**src/rtl/ecc_pkg.sv**
```systemverilog
package ecc_pkg;

  localparam int FLOOR_W = 6;
  localparam int TICK_W  = 16;
  localparam int CFG_W   = 16;
  localparam int CFG_IW  = 2;
  localparam int KIND_W  = 3;
  localparam int MODE_W  = 2;
  localparam int HEAD_W  = 2;
  localparam int PEND_W  = 32;

  // event kinds
  localparam logic [KIND_W-1:0] KIND_TICK  = 3'd0;
  localparam logic [KIND_W-1:0] KIND_CALL  = 3'd1;
  localparam logic [KIND_W-1:0] KIND_OPEN  = 3'd2;
  localparam logic [KIND_W-1:0] KIND_CLOSE = 3'd3;
  localparam logic [KIND_W-1:0] KIND_ALARM = 3'd4;

  // car modes
  localparam logic [MODE_W-1:0] MODE_WAIT   = 2'd0;
  localparam logic [MODE_W-1:0] MODE_RUN    = 2'd1;
  localparam logic [MODE_W-1:0] MODE_OPEN   = 2'd2;
  localparam logic [MODE_W-1:0] MODE_BROKEN = 2'd3;

  // headings
  localparam logic [HEAD_W-1:0] HEAD_NONE = 2'd0;
  localparam logic [HEAD_W-1:0] HEAD_UP   = 2'd1;
  localparam logic [HEAD_W-1:0] HEAD_DOWN = 2'd2;

  // configuration register indexes
  localparam logic [CFG_IW-1:0] CFG_FLOOR_COUNT = 2'd0;
  localparam logic [CFG_IW-1:0] CFG_FLOOR_TICKS = 2'd1;
  localparam logic [CFG_IW-1:0] CFG_DOOR_TICKS  = 2'd2;

  // reset values of the configuration registers
  localparam logic [FLOOR_W-1:0] RST_FLOOR_COUNT = 6'd20;
  localparam logic [TICK_W-1:0]  RST_FLOOR_TICKS = 16'd7;
  localparam logic [TICK_W-1:0]  RST_DOOR_TICKS  = 16'd20;

  typedef struct packed {
    logic [KIND_W-1:0]  kind;
    logic [FLOOR_W-1:0] call_floor;
  } ecc_in_t;

  typedef struct packed {
    logic [FLOOR_W-1:0] floor_now;
    logic [MODE_W-1:0]  mode;
    logic [HEAD_W-1:0]  heading;
    logic [FLOOR_W-1:0] arrived_floor;
    logic [PEND_W-1:0]  pending_calls;
  } ecc_out_t;

  typedef struct packed {
    logic capture;
    logic exec;
    logic scan_step;
    logic pick;
    logic load_out;
  } ecc_cmd_t;

  typedef struct packed {
    logic need_scan;
    logic scan_done;
  } ecc_stat_t;

endpackage

```
**src/rtl/ecc_dp.sv**
```systemverilog
module ecc_dp #(
  parameter int MAX_FLOORS = 32
) (
  input  logic                     clk,
  input  logic                     rst_n,
  input  ecc_pkg::ecc_in_t         in_data,
  output ecc_pkg::ecc_out_t        out_data,
  input  logic                     cfg_we,
  input  logic [ecc_pkg::CFG_IW-1:0] cfg_index,
  input  logic [ecc_pkg::CFG_W-1:0]  cfg_data,
  input  ecc_pkg::ecc_cmd_t        cmd,
  output ecc_pkg::ecc_stat_t       stat
);
  import ecc_pkg::*;

  localparam int DW = (MAX_FLOORS > 1) ? $clog2(MAX_FLOORS) : 1;
  localparam int WF = FLOOR_W + 1;

  // effective floor count, saturated to [2, MAX_FLOORS]
  function automatic logic [FLOOR_W-1:0] eff_cnt(input logic [FLOOR_W-1:0] fc);
    logic [WF-1:0] n;
    n = {1'b0, fc};
    if (n < WF'(2)) n = WF'(2);
    if (n > WF'(MAX_FLOORS)) n = WF'(MAX_FLOORS);
    return n[FLOOR_W-1:0];
  endfunction

  function automatic logic [TICK_W-1:0] eff_tick(input logic [TICK_W-1:0] t);
    return (t == '0) ? TICK_W'(1) : t;
  endfunction

  // one-hot bit for floor f, zero when f is 0 or above MAX_FLOORS
  function automatic logic [MAX_FLOORS-1:0] floor_bit(input logic [WF-1:0] f);
    logic [MAX_FLOORS-1:0] b;
    for (int i = 0; i < MAX_FLOORS; i++) b[i] = (f == WF'(i + 1));
    return b;
  endfunction

  function automatic logic [MAX_FLOORS-1:0] keep_bits(input logic [FLOOR_W-1:0] n);
    logic [MAX_FLOORS-1:0] b;
    for (int i = 0; i < MAX_FLOORS; i++) b[i] = (i < int'(n));
    return b;
  endfunction

  function automatic logic pend_at(input logic [MAX_FLOORS-1:0] m,
                                   input logic [WF-1:0] f,
                                   input logic [FLOOR_W-1:0] n);
    return (f <= {1'b0, n}) && (|(m & floor_bit(f)));
  endfunction

  // configuration
  logic [FLOOR_W-1:0] fc_r, fc_nxt;
  logic [TICK_W-1:0]  ft_r, ft_nxt;
  logic [TICK_W-1:0]  dt_r, dt_nxt;

  // car state
  logic [FLOOR_W-1:0]    car_r, car_nxt;
  logic [MODE_W-1:0]     mode_r, mode_nxt;
  logic [HEAD_W-1:0]     head_r, head_nxt;
  logic [MAX_FLOORS-1:0] mask_r, mask_nxt;
  logic [FLOOR_W-1:0]    goal_r, goal_nxt;
  logic [TICK_W-1:0]     travel_r, travel_nxt;
  logic [TICK_W-1:0]     door_r, door_nxt;
  logic [FLOOR_W-1:0]    served_r, served_nxt;

  // event and scan registers
  ecc_in_t            ev_r;
  ecc_out_t           out_r;
  logic [DW-1:0]      d_r, d_nxt;
  logic               lo_hit_r, lo_hit_nxt, hi_hit_r, hi_hit_nxt;
  logic [FLOOR_W-1:0] lo_f_r, lo_f_nxt, hi_f_r, hi_f_nxt;

  logic [FLOOR_W-1:0] n_eff;
  logic [TICK_W-1:0]  travel_inc, door_inc;
  logic [FLOOR_W-1:0] moved;
  logic               call_ok;

  logic               lo_ok, lo_now, hi_now, any_lo, any_hi, last_d;
  logic [FLOOR_W-1:0] lo_f_now, lo_sel, hi_sel;
  logic [WF-1:0]      hi_f_now;
  logic               tgt_go;
  logic [FLOOR_W-1:0] tgt_f;

  logic               trip_go, arr_go;
  logic [FLOOR_W-1:0] trip_f, arr_f;
  logic [MAX_FLOORS+PEND_W-1:0] mask_wide;

  assign n_eff      = eff_cnt(fc_r);
  assign travel_inc = travel_r + TICK_W'(1);
  assign door_inc   = door_r + TICK_W'(1);
  assign call_ok    = (ev_r.call_floor != '0) && (ev_r.call_floor <= n_eff);

  always_comb begin
    if (goal_r > car_r) moved = car_r + FLOOR_W'(1);
    else if (goal_r < car_r) moved = car_r - FLOOR_W'(1);
    else moved = car_r;
  end

  // nearest-call scan, one distance per cycle outward from the car
  assign lo_ok    = {1'b0, car_r} > WF'(d_r);
  assign lo_f_now = car_r - FLOOR_W'(d_r);
  assign hi_f_now = {1'b0, car_r} + WF'(d_r);
  assign lo_now   = lo_ok && pend_at(mask_r, {1'b0, lo_f_now}, n_eff);
  assign hi_now   = pend_at(mask_r, hi_f_now, n_eff);
  assign any_lo   = lo_hit_r || lo_now;
  assign any_hi   = hi_hit_r || hi_now;
  assign lo_sel   = lo_hit_r ? lo_f_r : lo_f_now;
  assign hi_sel   = hi_hit_r ? hi_f_r : hi_f_now[FLOOR_W-1:0];
  assign last_d   = (d_r == DW'(MAX_FLOORS - 1));

  always_comb begin
    stat.need_scan = (mode_r == MODE_OPEN) &&
                     ((ev_r.kind == KIND_CLOSE) ||
                      ((ev_r.kind == KIND_TICK) && (door_inc >= eff_tick(dt_r))));
    tgt_go = 1'b0;
    tgt_f  = lo_sel;
    priority case (head_r)
      HEAD_UP: begin
        stat.scan_done = any_hi || last_d;
        if (any_hi) begin
          tgt_go = 1'b1;
          tgt_f  = hi_sel;
        end else if (any_lo) begin
          tgt_go = 1'b1;
        end
      end
      HEAD_DOWN: begin
        stat.scan_done = any_lo || last_d;
        if (any_lo) begin
          tgt_go = 1'b1;
        end else if (any_hi) begin
          tgt_go = 1'b1;
          tgt_f  = hi_sel;
        end
      end
      default: begin
        // lower floor wins a tie at equal distance
        stat.scan_done = any_lo || any_hi || last_d;
        if (any_lo) begin
          tgt_go = 1'b1;
        end else if (any_hi) begin
          tgt_go = 1'b1;
          tgt_f  = hi_sel;
        end
      end
    endcase
  end

  always_comb begin
    fc_nxt     = fc_r;
    ft_nxt     = ft_r;
    dt_nxt     = dt_r;
    car_nxt    = car_r;
    mode_nxt   = mode_r;
    head_nxt   = head_r;
    mask_nxt   = mask_r;
    goal_nxt   = goal_r;
    travel_nxt = travel_r;
    door_nxt   = door_r;
    served_nxt = served_r;
    d_nxt      = d_r;
    lo_hit_nxt = lo_hit_r;
    hi_hit_nxt = hi_hit_r;
    lo_f_nxt   = lo_f_r;
    hi_f_nxt   = hi_f_r;
    trip_go    = 1'b0;
    trip_f     = tgt_f;
    arr_go     = 1'b0;
    arr_f      = moved;

    if (cmd.exec) begin
      served_nxt = '0;
      d_nxt      = '0;
      lo_hit_nxt = 1'b0;
      hi_hit_nxt = 1'b0;
      priority case (ev_r.kind)
        KIND_TICK: begin
          if (mode_r == MODE_RUN) begin
            if (travel_inc >= eff_tick(ft_r)) begin
              travel_nxt = '0;
              car_nxt    = moved;
              if ((moved == goal_r) || pend_at(mask_r, {1'b0, moved}, n_eff)) arr_go = 1'b1;
            end else begin
              travel_nxt = travel_inc;
            end
          end else if (mode_r == MODE_OPEN) begin
            if (door_inc >= eff_tick(dt_r)) begin
              mode_nxt = MODE_WAIT;
              door_nxt = '0;
            end else begin
              door_nxt = door_inc;
            end
          end
        end
        KIND_CALL: begin
          if ((mode_r != MODE_BROKEN) && call_ok) begin
            if ((ev_r.call_floor == car_r) && (mode_r == MODE_OPEN)) begin
              mask_nxt   = mask_r & ~floor_bit({1'b0, ev_r.call_floor});
              served_nxt = ev_r.call_floor;
            end else begin
              mask_nxt = mask_r | floor_bit({1'b0, ev_r.call_floor});
              if (mode_r == MODE_WAIT) begin
                trip_go = 1'b1;
                trip_f  = ev_r.call_floor;
              end
            end
          end
        end
        KIND_OPEN: begin
          if (mode_r == MODE_WAIT) begin
            mode_nxt = MODE_OPEN;
            door_nxt = '0;
          end
        end
        KIND_CLOSE: begin
          if (mode_r == MODE_OPEN) begin
            mode_nxt = MODE_WAIT;
            door_nxt = '0;
          end
        end
        KIND_ALARM: begin
          if (mode_r == MODE_BROKEN) begin
            mode_nxt = MODE_WAIT;
          end else begin
            mode_nxt   = MODE_BROKEN;
            head_nxt   = HEAD_NONE;
            travel_nxt = '0;
            door_nxt   = '0;
          end
          mask_nxt = '0;
        end
        default: ;
      endcase
    end

    if (cmd.scan_step) begin
      d_nxt = d_r + DW'(1);
      if (!lo_hit_r && lo_now) begin
        lo_hit_nxt = 1'b1;
        lo_f_nxt   = lo_f_now;
      end
      if (!hi_hit_r && hi_now) begin
        hi_hit_nxt = 1'b1;
        hi_f_nxt   = hi_f_now[FLOOR_W-1:0];
      end
    end

    if (cmd.pick) begin
      if (tgt_go) trip_go = 1'b1;
      else head_nxt = HEAD_NONE;
    end

    // start a trip; a trip to the own floor arrives at once
    if (trip_go) begin
      goal_nxt = trip_f;
      head_nxt = (trip_f > car_r) ? HEAD_UP : HEAD_DOWN;
      if (trip_f == car_r) begin
        arr_go = 1'b1;
        arr_f  = trip_f;
      end else begin
        mode_nxt   = MODE_RUN;
        travel_nxt = '0;
      end
    end

    if (arr_go) begin
      mask_nxt   = mask_nxt & ~floor_bit({1'b0, arr_f});
      served_nxt = arr_f;
      mode_nxt   = MODE_OPEN;
      door_nxt   = '0;
      travel_nxt = '0;
    end

    if (cfg_we) begin
      unique case (cfg_index)
        CFG_FLOOR_COUNT: begin
          fc_nxt   = cfg_data[FLOOR_W-1:0];
          mask_nxt = mask_nxt & keep_bits(eff_cnt(cfg_data[FLOOR_W-1:0]));
        end
        CFG_FLOOR_TICKS: ft_nxt = cfg_data[TICK_W-1:0];
        CFG_DOOR_TICKS:  dt_nxt = cfg_data[TICK_W-1:0];
        default: ;
      endcase
    end
  end

  assign mask_wide = {{PEND_W{1'b0}}, mask_r};

  always_ff @(posedge clk) begin
    if (!rst_n) begin
      fc_r     <= RST_FLOOR_COUNT;
      ft_r     <= RST_FLOOR_TICKS;
      dt_r     <= RST_DOOR_TICKS;
      car_r    <= FLOOR_W'(1);
      mode_r   <= MODE_WAIT;
      head_r   <= HEAD_NONE;
      mask_r   <= '0;
      goal_r   <= FLOOR_W'(1);
      travel_r <= '0;
      door_r   <= '0;
      served_r <= '0;
    end else begin
      fc_r     <= fc_nxt;
      ft_r     <= ft_nxt;
      dt_r     <= dt_nxt;
      car_r    <= car_nxt;
      mode_r   <= mode_nxt;
      head_r   <= head_nxt;
      mask_r   <= mask_nxt;
      goal_r   <= goal_nxt;
      travel_r <= travel_nxt;
      door_r   <= door_nxt;
      served_r <= served_nxt;
    end
  end

  always_ff @(posedge clk) begin
    if (cmd.capture) ev_r <= in_data;
    d_r      <= d_nxt;
    lo_hit_r <= lo_hit_nxt;
    hi_hit_r <= hi_hit_nxt;
    lo_f_r   <= lo_f_nxt;
    hi_f_r   <= hi_f_nxt;
    if (cmd.load_out) begin
      out_r.floor_now     <= car_r;
      out_r.mode          <= mode_r;
      out_r.heading       <= head_r;
      out_r.arrived_floor <= served_r;
      out_r.pending_calls <= mask_wide[PEND_W-1:0];
    end
  end

  assign out_data = out_r;

`ifndef NO_ASSERTIONS
  a_run_has_heading: assert property (@(posedge clk) disable iff (!rst_n)
    (mode_r == MODE_RUN) |-> (head_r != HEAD_NONE))
    else $error("car running with no heading");

  a_mask_in_range: assert property (@(posedge clk) disable iff (!rst_n)
    (mask_r & ~keep_bits(n_eff)) == '0)
    else $error("pending call above floor count");

  a_floor_nonzero: assert property (@(posedge clk) disable iff (!rst_n)
    car_r != '0)
    else $error("car floor is zero");
`endif

endmodule

```
**src/rtl/ecc_ctrl.sv**
```systemverilog
module ecc_ctrl (
  input  logic               clk,
  input  logic               rst_n,
  input  logic               in_valid,
  output logic               in_ready,
  output logic               out_valid,
  input  logic               out_ready,
  input  ecc_pkg::ecc_stat_t stat,
  output ecc_pkg::ecc_cmd_t  cmd
);
  import ecc_pkg::*;

  localparam logic [1:0] S_IDLE = 2'd0;
  localparam logic [1:0] S_EXEC = 2'd1;
  localparam logic [1:0] S_SCAN = 2'd2;
  localparam logic [1:0] S_PUT  = 2'd3;

  logic [1:0] state_r, state_nxt;
  logic       out_valid_r, out_valid_nxt;

  assign in_ready  = (state_r == S_IDLE);
  assign out_valid = out_valid_r;

  always_comb begin
    state_nxt = state_r;
    cmd       = '0;
    unique case (state_r)
      S_IDLE: begin
        cmd.capture = in_valid;
        if (in_valid) state_nxt = S_EXEC;
      end
      S_EXEC: begin
        cmd.exec = 1'b1;
        state_nxt = stat.need_scan ? S_SCAN : S_PUT;
      end
      S_SCAN: begin
        if (stat.scan_done) begin
          cmd.pick  = 1'b1;
          state_nxt = S_PUT;
        end else begin
          cmd.scan_step = 1'b1;
        end
      end
      S_PUT: begin
        if (!out_valid_r || out_ready) begin
          cmd.load_out = 1'b1;
          state_nxt    = S_IDLE;
        end
      end
      default: state_nxt = S_IDLE;
    endcase
  end

  always_comb begin
    if (cmd.load_out) out_valid_nxt = 1'b1;
    else if (out_ready) out_valid_nxt = 1'b0;
    else out_valid_nxt = out_valid_r;
  end

  always_ff @(posedge clk) begin
    if (!rst_n) begin
      state_r     <= S_IDLE;
      out_valid_r <= 1'b0;
    end else begin
      state_r     <= state_nxt;
      out_valid_r <= out_valid_nxt;
    end
  end

`ifndef NO_ASSERTIONS
  a_accept_then_exec: assert property (@(posedge clk) disable iff (!rst_n)
    (in_valid && in_ready) |=> cmd.exec)
    else $error("accepted transaction not executed");

  a_no_overwrite: assert property (@(posedge clk) disable iff (!rst_n)
    cmd.load_out |-> (!out_valid_r || out_ready))
    else $error("result overwritten before it was taken");

  a_valid_from_put: assert property (@(posedge clk) disable iff (!rst_n)
    $rose(out_valid_r) |-> $past(state_r == S_PUT))
    else $error("result raised outside of delivery");
`endif

endmodule

```
**src/rtl/elevator_car_controller_top.sv**
```systemverilog
// Single-car elevator controller. Each input transaction is one event (tick, floor call,
// door open, door close, alarm) and produces exactly one result transaction carrying the
// car floor, mode, heading, the floor served by this event (0 if none) and the pending-call
// mask. One transaction is in work at a time: it passes capture, execute and deliver, and
// an event that closes the door adds a scan of the call mask for the next target between
// execute and deliver, one floor distance per cycle outward from the car. The result
// register lets the next event be accepted while the previous result still waits on
// out_ready. Configuration writes on cfg_we take effect at once and are meant for times
// when no event is in work; writing the floor count drops any pending call above the new
// count, saturated to [2, MAX_FLOORS].
module elevator_car_controller_top #(
  parameter int MAX_FLOORS = 32
) (
  input  logic                       clk,
  input  logic                       rst_n,
  // event transactions
  input  logic                       in_valid,
  output logic                       in_ready,
  input  ecc_pkg::ecc_in_t           in_data,
  // result transactions
  output logic                       out_valid,
  input  logic                       out_ready,
  output ecc_pkg::ecc_out_t          out_data,
  // configuration writes
  input  logic                       cfg_we,
  input  logic [ecc_pkg::CFG_IW-1:0] cfg_index,
  input  logic [ecc_pkg::CFG_W-1:0]  cfg_data
);
  import ecc_pkg::*;

  // commands from the sequencer, status back from the datapath
  ecc_cmd_t  cmd;
  ecc_stat_t stat;

  // sequencer: capture, execute, optional next-target scan, deliver
  ecc_ctrl u_ctrl (
    .clk       (clk),
    .rst_n     (rst_n),
    .in_valid  (in_valid),
    .in_ready  (in_ready),
    .out_valid (out_valid),
    .out_ready (out_ready),
    .stat      (stat),
    .cmd       (cmd)
  );

  // car state, configuration registers, scan registers and result register
  ecc_dp #(
    .MAX_FLOORS (MAX_FLOORS)
  ) u_dp (
    .clk       (clk),
    .rst_n     (rst_n),
    .in_data   (in_data),
    .out_data  (out_data),
    .cfg_we    (cfg_we),
    .cfg_index (cfg_index),
    .cfg_data  (cfg_data),
    .cmd       (cmd),
    .stat      (stat)
  );

endmodule
```
**config.mk**
```make
export PLATFORM = sky130hd
export DESIGN_NAME = elevator_car_controller_top
export DESIGN_NICKNAME = d
export VERILOG_FILES = /design/src/rtl/ecc_pkg.sv /design/src/rtl/ecc_dp.sv /design/src/rtl/ecc_ctrl.sv /design/src/rtl/elevator_car_controller_top.sv
export SDC_FILE = /design/constraint.sdc
export NUM_CORES = 1
export LEC_CHECK = 0
export ABC_CLOCK_PERIOD_IN_PS = 5900
export BUFFER_PORTS_ARGS = -buffer_cell sky130_fd_sc_hd__buf_2
export CAP_MARGIN = 20
export CELL_PAD_IN_SITES_DETAIL_PLACEMENT = 0
export CELL_PAD_IN_SITES_GLOBAL_PLACEMENT = 1
export CORE_MARGIN = 4
export CORE_UTILIZATION = 45
export CTS_BUF_LIST = sky130_fd_sc_hd__clkbuf_4 sky130_fd_sc_hd__clkbuf_8 sky130_fd_sc_hd__clkbuf_16
export DETAILED_ROUTE_END_ITERATION = 8
export PLACE_DENSITY_LB_ADDON = 0.1
export SYNTH_ARGS = -nofsm -noshare
export SYNTH_HDL_FRONTEND = slang
export SYNTH_HIERARCHICAL = 1
export SYNTH_SLANG_ARGS = --single-unit
```
**constraint.sdc**
```tcl
create_clock -name clk -period 5.9 [get_ports clk]
set_input_delay 0.885 -clock clk [delete_from_list [all_inputs] [get_ports clk]]
set_output_delay 0.885 -clock clk [all_outputs]
set_load 0.01 [all_outputs]
```
==> summary.md, run 1 <==
| Metric | Value |
|---|---|
| First-pass GRT wire length | 74710 um |
| Power Internal | 3.672 mW |
| Count of cell types in the netlist | 110 |
| Cell Area, Synth | 14390 um^2 |
| CTS Hold Bufs | 0 |
| Cells after DPL | 2112 |
| Commonest non-fill, non-tap cell in the layout | nand2_1 |
| Starting DRT DRC Count | 1279 |
| Number of flops mapped to enable cells by yosys | 74 |
| Final nets | 1863 |
| Core Util, Final | 51.56% |
| IO Pins | 82 |
| WL final | 48440 um |
| Port Buffers | 81 |
| Initial antenna violation count | 0 |
| Final Skew | 0.02077 ns |
| Final Non-Filler Cells | 2160 |
| Slew margin rel. | 34.70% |
| Vias in the first global route | 12870 |
| Critical path class | reg2reg |
| Total design power | 6.395 mW |
| Setup crit start kind | flip-flop |
| Critical Path Max Stage Delay | 0.49 ns |
| Initial core utilization | 45.61% |
| Max VDD drop | 197.4 uV |
| Cells after Synth | 1660 |
| CP max-delay cell | fa_1 |
| DIE HEIGHT | 186.8 um |
| Wire per inst | 22.43 um |
| Hold Path Class | reg2reg |
| Vias | 13421 |
| HPWL Detailed | 36090 um |
| Final hold slack | 0.4515 ns |
| CP Cell Sequence | ha_1, inv_1, fa_1, a211oi_1, o21a_1, ha_1, and3_1, o21ai_0, nand4_1, a22oi_2, nand4b_1, o221a_2, o21ai_4, a211oi_1, a21oi_2, inv_1, ha_1, nand4_1, a211oi_2, o21a_2, buf_4, nand3b_1, o31ai_2, a31oi_1 |
| Hold Path Depth | 0 |
| Design Area, Final | 16270 um^2 |
| Rows | 65 |
| LEAKAGE | 6.392 nW |
| Worst r2r path cells | 24 |
| DRT antenna net count | 0 |
| Fmax | 175.9 MHz |
| DRC | 0 |
| Die X | 186.8 um |
| Type of destination of the critical path | flip-flop |
| Yosys reg bits | 203 |
| Gr usage total | 26.45% |
| Final Hold Fails | 0 |
| Number of max-cap violations | 0 |
| Post-synth net total | 1784 |
| Core area | 31560 um^2 |
| Later-pin clock latency in the skew report | 0.53 ns |
| Clock Power Share | 25.4% |
| Die footprint | 34910 um^2 |
| FILL cells | 3108 |
| Root buffer cell | clkbuf_16 |
| Status | finished clean |
| Most used cell, CP | ha_1 |
| Flop-to-flop setup slack | 0.21 ns |
| Post-synthesis sequential area ratio | 33.38% |
| Top cells by area, synth | dfxtp_1 18%, edfxtp_1 15%, ha_1 7.8% |
| Max Slew Vio Count | 0 |
| Post-DR vias/cell | 6.213 |
| Synth-to-Final Area Change | 13.03% |
| Power density over the cells | 393.1 nW/um^2 |
| TNS Setup | 0 ns |
| Cell Area, Placed | 15330 um^2 |
| Clock transition at path regs | 0.06 ns |
| Final Wtd Congestion | 0.9514 |
| Sw frac | 42.58% |
| Combinational power share | 48.2% |
| Layout cells sized above 1 | 16.55% |
| Max clock buf depth | 3 |
| Mapped Avg Cell Area | 8.671 um^2 |
| Final min period | 5.686 ns |
| Register area | 4805 um^2 |
| CTS H-tree lvls | 1 |
| Multi-input logic area | 8886 um^2 |
| DRT Pass-1 Iters | 5 |
| Net load switching power | 2.723 mW |
| Worst Tran Pin Value | 0.9759 ns |
| Cell taking the most area after synthesis | dfxtp_1 |
| Async set-reset flop share out of synthesis | 0% |
| Commonest cells after routing, fill and taps aside | 172 x nand2_1, 129 x dfxtp_1, 127 x a21oi_1 |
| Sink Count | 203 |
| Top-area cell type share of the netlist area | 17.94% |
| Setup WS post-layout | 0.2137 ns |
| Required @ worst endpoint | 6.29 ns |
| Ys flop type | dfxtp_1 |
| Dpl ws | 0.03447 ns |
| CTS tree | done |
| Yosys warning count | 6 |
| Worst Path Max Fanout | 8 |
| Pin count of the biggest net entering global routing | 49 |
| Period utilisation layout | 96.38% |
| Flop pwr share | 26.3% |
| CTS Buf Count | 25 |
| Grt ovf | 0 |
| Antenna cells | 0 |
| WP data arrival | 6.07 ns |
| Setup-failing EPs final | 0 |
## state kept, by name, indices dropped and copies added, names as in the netlist, 9 cells and up
signal and flops:
u_dp/out_data 48, u_dp/mask_r 32, u_dp/door_r 16, u_dp/dt_r 16, u_dp/ft_r 16, u_dp/travel_r 16, u_dp/ev_r 9
## final cells by class
class / count / share of cell area (%)
flip-flops and latches: 203 / 29.53
clock buffers: 30 / 4.076
clock inverters: 16 / 1.254
well taps: 402 / 3.092
inverters: 82 / 1.892
repair buffers: 147 / 5.537
multi-input cells: 1280 / 54.62
## cell usage after synthesis, types with 10 or more instances
| library cell | n |
|---|---|
| o211ai_1 | 21 |
| nand4_1 | 22 |
| xnor2_1 | 21 |
| nand3b_1 | 23 |
| a211oi_1 | 24 |
| xor2_1 | 21 |
| nor2b_1 | 34 |
| o2111ai_1 | 10 |
| a21oi_1 | 128 |
| a31oi_1 | 40 |
| edfxtp_1 | 74 |
| nor4_1 | 12 |
| o21ai_0 | 88 |
| and3_1 | 34 |
| a221o_1 | 13 |
| a21o_1 | 25 |
| buf_2 | 20 |
| nor3_1 | 36 |
| nor2_1 | 95 |
| a221oi_1 | 14 |
| nand3_1 | 66 |
| nand2b_1 | 23 |
| ha_1 | 90 |
| a22oi_1 | 16 |
| clkbuf_1 | 56 |
| nand2_1 | 172 |
| o21a_1 | 13 |
| inv_1 | 71 |
| mux2i_1 | 25 |
| dfxtp_1 | 129 |
## power by group through the flow
stage / logic, mW / registers, mW / clock network, mW
floorplan: 2.06 / 1.68 / 0
global placement: 2.99 / 1.71 / 0
detailed placement: 2.98 / 1.71 / 0
CTS: 3.00 / 1.68 / 1.66
global route: 3.31 / 1.70 / 1.71
finish: 3.08 / 1.68 / 1.63
## cells by family (layout without fill, tap and decap cells)
group                    after synthesis  after routing  synth area share [%]
multiplexers                          40             40                 3.225
flip-flops                           203            203                 33.38
AO/OA/AOI/OAI                        516            516                 25.40
adder cells (fa/ha/maj)               92             92                 8.102
AND/OR/NAND/NOR                      586            586                 21.29
XOR/XNOR                              46             46                 3.242
buffers and inverters                177            275                 5.363
## timing repair
| action | CTS | global route |
|---|---|---|
| setup buffers | 0 | 2 |
| setup endpoints to repair | 0 | 71 |
| gates resized for setup | 0 | 11 |
## worst max-delay path, delay by kind of cell, from the launching register on
kind,cells,cell delay (ns)
simple gates,5,0.85
fa+ha+maj,4,1.26
compound gates,12,2.67
buf+inv,3,0.34
flops,1,0.43
## routing by layer
layer | vias to the layer above | global-route usage, % | share of wire [%]
met1 | 6378 | 35.48 | 43
met4 | 0 | 8.447 | 3.3
met5 | - | 0 | 0
met3 | 106 | 3.565 | 6.9
met2 | 564 | 44.50 | 47
li1 | 6373 | - | -
## final timing paths
path,start,end
worst min register to register,u_dp/served_r[3],u_dp/out_data[35]
worst min-delay path,u_dp/served_r[3],u_dp/out_data[35]
worst max register to register,u_dp/d_r[0],u_dp/mask_r[24]
worst max-delay path,u_dp/d_r[0],u_dp/mask_r[24]
No activity file was read; power rests on OpenSTA's default activity.
==> run 2, diff against run 1 <==
--- a/config.mk
+++ b/config.mk
@@ -14,7 +14,7 @@
 export CORE_UTILIZATION = 45
 export CTS_BUF_LIST = sky130_fd_sc_hd__clkbuf_4 sky130_fd_sc_hd__clkbuf_8 sky130_fd_sc_hd__clkbuf_16
 export DETAILED_ROUTE_END_ITERATION = 8
-export PLACE_DENSITY_LB_ADDON = 0.1
+export PLACE_DENSITY = 0.79
 export SYNTH_ARGS = -nofsm -noshare
 export SYNTH_HDL_FRONTEND = slang
 export SYNTH_HIERARCHICAL = 1
==> run 2 against run 1 <==
Effect of this change:
- fmax is 1.7% higher
- die area stayed put
- clock-buffer cell count is 10 higher
- cell count hardly changed
- global-route usage is 0.33 points lower
- utilization is 0.17 points higher
- worst setup slack better by 0.093 ns
- critical endpoint is now u_dp/mask_r[0]
==> summary.md, run 2 (synthesis gave the netlist of run 1 again) <==
| Metric | Value |
|---|---|
| CTS Buf Count | 25 |
| Die X | 186.8 um |
| Rows | 65 |
| CTS Hold Bufs | 0 |
| Layout cells sized above 1 | 16.80% |
| Final Wtd Congestion | 0.9779 |
| Setup-failing EPs final | 0 |
| Core Util, Final | 51.73% |
| Root buffer cell | clkbuf_16 |
| CTS H-tree lvls | 1 |
| Starting DRT DRC Count | 1175 |
| WP data arrival | 6.04 ns |
| Clock transition at path regs | 0.06 ns |
| Initial antenna violation count | 1 |
| Final Skew | 0.01978 ns |
| Max clock buf depth | 3 |
| Setup crit start kind | flip-flop |
| Core area | 31560 um^2 |
| Slew margin rel. | 32.50% |
| Antenna cells | 0 |
| Initial core utilization | 45.61% |
| Met3 Use GR | 3.975% |
| Met1 Usage GRT | 34.31% |
| Cell Area, Placed | 15320 um^2 |
| Critical path class | reg2reg |
| Max Slew Vio Count | 0 |
| Max reg flops | 48 |
| HPWL Detailed | 35720 um |
| DRT Pass-1 Iters | 6 |
| Worst Tran Pin Value | 1.005 ns |
| Vias in the first global route | 13067 |
| LEAKAGE | 6.429 nW |
| Synth-to-Final Area Change | 13.41% |
| Required @ worst endpoint | 6.35 ns |
| GRT busiest layer | met2 |
| Vias | 13620 |
| Worst Path Max Fanout | 14 |
| Status | finished clean |
| Final Hold Fails | 0 |
| Post-DR vias/cell | 6.311 |
| Pin count of the biggest net entering global routing | 51 |
| DRT antenna net count | 0 |
| GR Layer Usage met2 | 44.44% |
| Commonest cells after routing, fill and taps aside | 172 x nand2_1, 129 x dfxtp_1, 127 x a21oi_1 |
| Later-pin clock latency in the skew report | 0.54 ns |
| DRC | 0 |
| Die footprint | 34910 um^2 |
| First-pass GRT wire length | 74160 um |
| Number of max-cap violations | 0 |
| Sink Count | 203 |
| Final nets | 1863 |
| Commonest non-fill, non-tap cell in the layout | nand2_1 |
| Wire per inst | 22.14 um |
| DIE HEIGHT | 186.8 um |
| WL final | 47780 um |
| Final hold slack | 0.4587 ns |
| TNS Setup | 0 ns |
| Type of destination of the critical path | flip-flop |
| Dpl ws | -0.08517 ns |
| Power density over the cells | 390.4 nW/um^2 |
| Fmax | 178.8 MHz |
| Grt ovf | 0 |
| Setup WS post-layout | 0.3063 ns |
| Design Area, Final | 16320 um^2 |
| Gr usage total | 26.12% |
| CTS tree | done |
| IO Pins | 82 |
| Period utilisation layout | 94.81% |
| Final min period | 5.594 ns |
| Hold Path Class | reg2reg |
| Port Buffers | 81 |
| Max VDD drop | 206.7 uV |
==> run 2: metal layers <==
metal	vias to the layer above	routed length (um)
met3	115	3406
met4	0	1702
li1	6390	-
met5	-	0
met2	576	22710
met1	6539	19960
==> run 2: critical path, cell delays in order (launching register included) <==
cell and delay [ns]:
edfxtp_1 0.47, inv_1 0.14, ha_1 0.29, nor2b_1 0.26, o21ai_4 0.17, xnor2_4 0.27
inv_2 0.13, ha_1 0.21, a21o_1 0.17, a21oi_1 0.13, a21oi_1 0.11, or3_1 0.36
a211oi_4 0.42, o21ai_4 0.15, a211oi_1 0.40, a21oi_2 0.07, inv_1 0.10, ha_1 0.14
nand4_1 0.21, a211oi_4 0.31, o21ai_4 0.19, buf_4 0.21, a31o_2 0.32, a311oi_1 0.26
==> run 2: path summary, 6_finish.rpt <==
kind | start | end | slack [ns] | depth (start not counted)
max | u_dp/d_r[1] | u_dp/mask_r[0] | 0.31 | 23
min | u_dp/fc_r[0] | u_dp/fc_r[0] | 0.46 | 2
max reg2reg | u_dp/d_r[1] | u_dp/mask_r[0] | 0.31 | 23
min reg2reg | u_dp/fc_r[0] | u_dp/fc_r[0] | 0.46 | 2
==> run 2: stage by stage <==
stage | instances | power (mW)
after floorplan | 1660 | 3.738
after global placement | 2110 | 4.660
after detailed placement | 2110 | 4.663
after CTS | 2154 | 6.255
after global routing | 2158 | 6.712
final | 2158 | 6.374
==> run 2: final cells by class <==
class                           instances  area, um^2
Clock buffer                           40       822.0
Clock inverter                          4       25.02
Fill cell                            3018       15230
Inverter                               82       307.8
Multi-Input combinational cell       1281        8956
Sequential cell                       203        4805
Tap cell                              402       503.0
Timing Repair Buffer                  146       905.9
==> run 2: repair_timing <==
action	4_1_cts	5_1_grt
setup endpoints to repair	24	72
pin swaps	0	3
setup buffers	0	3
gates cloned	0	1
gates resized for setup	2	18
==> run 2: where the power goes <==
part | internal [mW] | switching [mW] | total, mW
clock | 0.952 | 0.613 | 1.56
sequential | 1.59 | 0.116 | 1.70
combinational | 1.12 | 1.99 | 3.11
total | 3.65 | 2.72 | 6.37
==> run 3, diff against run 2 <==
--- a/config.mk
+++ b/config.mk
@@ -11,10 +11,10 @@
 export CELL_PAD_IN_SITES_DETAIL_PLACEMENT = 0
 export CELL_PAD_IN_SITES_GLOBAL_PLACEMENT = 1
 export CORE_MARGIN = 4
-export CORE_UTILIZATION = 45
+export CORE_UTILIZATION = 42
 export CTS_BUF_LIST = sky130_fd_sc_hd__clkbuf_4 sky130_fd_sc_hd__clkbuf_8 sky130_fd_sc_hd__clkbuf_16
 export DETAILED_ROUTE_END_ITERATION = 8
-export PLACE_DENSITY = 0.79
+export PLACE_DENSITY_LB_ADDON = 0.3
 export SYNTH_ARGS = -nofsm -noshare
 export SYNTH_HDL_FRONTEND = slang
 export SYNTH_HIERARCHICAL = 1
==> run 3 against run 2 <==
Effect of this change:
- cell count increased by 2.2%
- non-clock buffer count stayed put
- sequential share of layout area decreased by 0.087 points
- combinational power is essentially flat
- via count fell by 0.18%
- worst setup slack got worse by 0.016 ns
==> summary.md, run 3 (synthesis gave the netlist of run 1 again) <==
| Metric | Value |
|---|---|
| DRC | 0 |
| RSZ-0062 raised after global routing | no |
| LEAKAGE | 6.426 nW |
| Post-DR vias/cell | 6.166 |
| Combinational power share | 48.2% |
| Commonest non-fill, non-tap cell in the layout | nand2_1 |
| Power density over the cells | 391.5 nW/um^2 |
| WL final | 49190 um |
| Setup crit start kind | flip-flop |
| Port Buffers | 81 |
| Critical path class | reg2reg |
| Flop pwr share | 26.5% |
| Period utilisation layout | 95.09% |
| Required @ worst endpoint | 6.35 ns |
| Rows | 67 |
| Flop-to-flop setup slack | 0.29 ns |
| Setup-failing EPs final | 0 |
| Starting DRT DRC Count | 1235 |
| Vias in the first global route | 12781 |
| Initial antenna violation count | 1 |
| Max Slew Vio Count | 0 |
| Commonest cells after routing, fill and taps aside | 172 x nand2_1, 128 x dfxtp_1, 127 x a21oi_1 |
| CTS Hold Bufs | 0 |
| Initial core utilization | 42.71% |
| CTS Buf Count | 25 |
| HPWL Detailed | 36270 um |
| Synth-to-Final Area Change | 13.78% |
| Die X | 193.1 um |
| Pin count of the biggest net entering global routing | 49 |
| Die footprint | 37300 um^2 |
| Number of max-cap violations | 0 |
| Later-pin clock latency in the skew report | 0.54 ns |
| Max reg flops | 48 |
| Setup WS post-layout | 0.2899 ns |
| FILL cells | 3289 |
| DRT Pass-1 Iters | 6 |
| Worst Path Max Fanout | 13 |
| Hold Path Class | reg2reg |
| Vias | 13595 |
| Slew margin rel. | 34.15% |
| Type of destination of the critical path | flip-flop |
| First-pass GRT wire length | 74800 um |
| Grt ovf | 0 |
| Max VDD drop | 227.1 uV |
| Sink Count | 203 |
| Sw frac | 42.79% |
| DRT antenna net count | 0 |
| Core area | 33700 um^2 |
| Status | finished clean |
| IO Pins | 82 |
| Max clock buf depth | 3 |
| Final hold slack | 0.4596 ns |
| CTS tree | done |
| WP data arrival | 6.06 ns |
| Gr usage total | 25.56% |
| Final nets | 1862 |
| Wire per inst | 22.31 um |
| DIE HEIGHT | 193.1 um |
| Final Wtd Congestion | 0.9353 |
| Antenna cells | 0 |
| Final Hold Fails | 0 |
| Dpl ws | -0.1870 ns |
| Final min period | 5.610 ns |
| Root buffer cell | clkbuf_16 |
| Layout cells sized above 1 | 16.90% |
| Power Internal | 3.667 mW |
| Clock transition at path regs | 0.06 ns |
| TNS Setup | 0 ns |
| CTS H-tree lvls | 1 |
| Clock Power Share | 25.3% |
| Final Skew | 0.01115 ns |
| Worst Tran Pin Value | 0.9841 ns |
| Fmax | 178.2 MHz |
| Net load switching power | 2.744 mW |
[run 3: cell types whose count changed in the layout (fill, tap and decap cells not counted), moves of 2 or more]
| cell | delta |
|---|---|
| clkbuf_8 | -4 |
| clkbuf_16 | -2 |
| clkinv_1 | +2 |
| clkbuf_4 | +2 |
| bufinv_16 | +3 |
[run 3: path summary, 6_finish.rpt]
path,startpoint,to,depth (start not counted)
worst min register to register,u_dp/dt_r[0],u_dp/dt_r[0],2
worst max register to register,u_dp/car_r[0],u_dp/mask_r[26],20
worst max-delay path,u_dp/car_r[0],u_dp/mask_r[26],20
worst min-delay path,u_dp/dt_r[0],u_dp/dt_r[0],2
[run 3: metal layers]
metal | part of all wire [%] | vias up | global-route usage (%)
met5 | 0 | - | 0
met1 | 43 | 6563 | 33.83
met4 | 3.6 | 0 | 8.224
met2 | 48 | 533 | 43.79
li1 | - | 6386 | -
met3 | 5.8 | 113 | 2.989
[run 3: area by class of cell]
cell class                      count  area, um^2  area share, %
Inverter                           82       307.8          1.879
Clock inverter                     10       132.6         0.8098
Clock buffer                       36       732.0          4.469
Sequential cell                   203        4806          29.35
Tap cell                          448       560.5          3.423
Multi-Input combinational cell   1280        8945          54.62
Timing Repair Buffer              146       893.4          5.455
[run 3: metrics by stage]
| step | instance area (um^2) | total power, mW | util, % | instances |
|---|---|---|---|---|
| 2_1_floorplan | 14390 | 3.738 | - | 1660 |
| 3_3_place_gp | 15380 | 4.675 | 45.64 | 2157 |
| 3_5_place_dp | 15380 | 4.680 | 45.64 | 2157 |
| 4_1_cts | 16250 | 6.334 | 48.23 | 2203 |
| 5_1_grt | 16380 | 6.738 | 48.60 | 2205 |
| 6_report | 16380 | 6.411 | 48.60 | 2205 |
[run 3: power by group through the flow]
stage	combinational (mW)	clock [mW]	sequential [mW]
floorplan	2.06	0	1.68
global placement	2.95	0	1.72
detailed placement	2.95	0	1.73
CTS	2.98	1.66	1.70
global route	3.31	1.71	1.71
finish	3.09	1.62	1.70
[run 3: what timing repair did]
action | 4_1_cts | 5_1_grt
endpoints found under the setup margin | 44 | 72
pin swaps | 0 | 4
gates resized for setup | 2 | 19
setup buffers | 0 | 2
[run 3: worst max-delay path: stages (launching register included)]
cell and delay, ns:
dfxtp_1 0.31, buf_4 0.19, ha_1 0.27, fa_2 0.78, mux4_2 0.55, o21ai_0 0.33, nor3_2 0.13, o31ai_2 0.36
a211oi_4 0.13, o21ai_4 0.28, a211oi_1 0.16, a21oi_2 0.16, inv_1 0.07, ha_1 0.29, nand4_1 0.17, a211oi_2 0.33
o21a_2 0.30, nor3_1 0.10, a32o_1 0.24, buf_4 0.18, a31oi_1 0.17
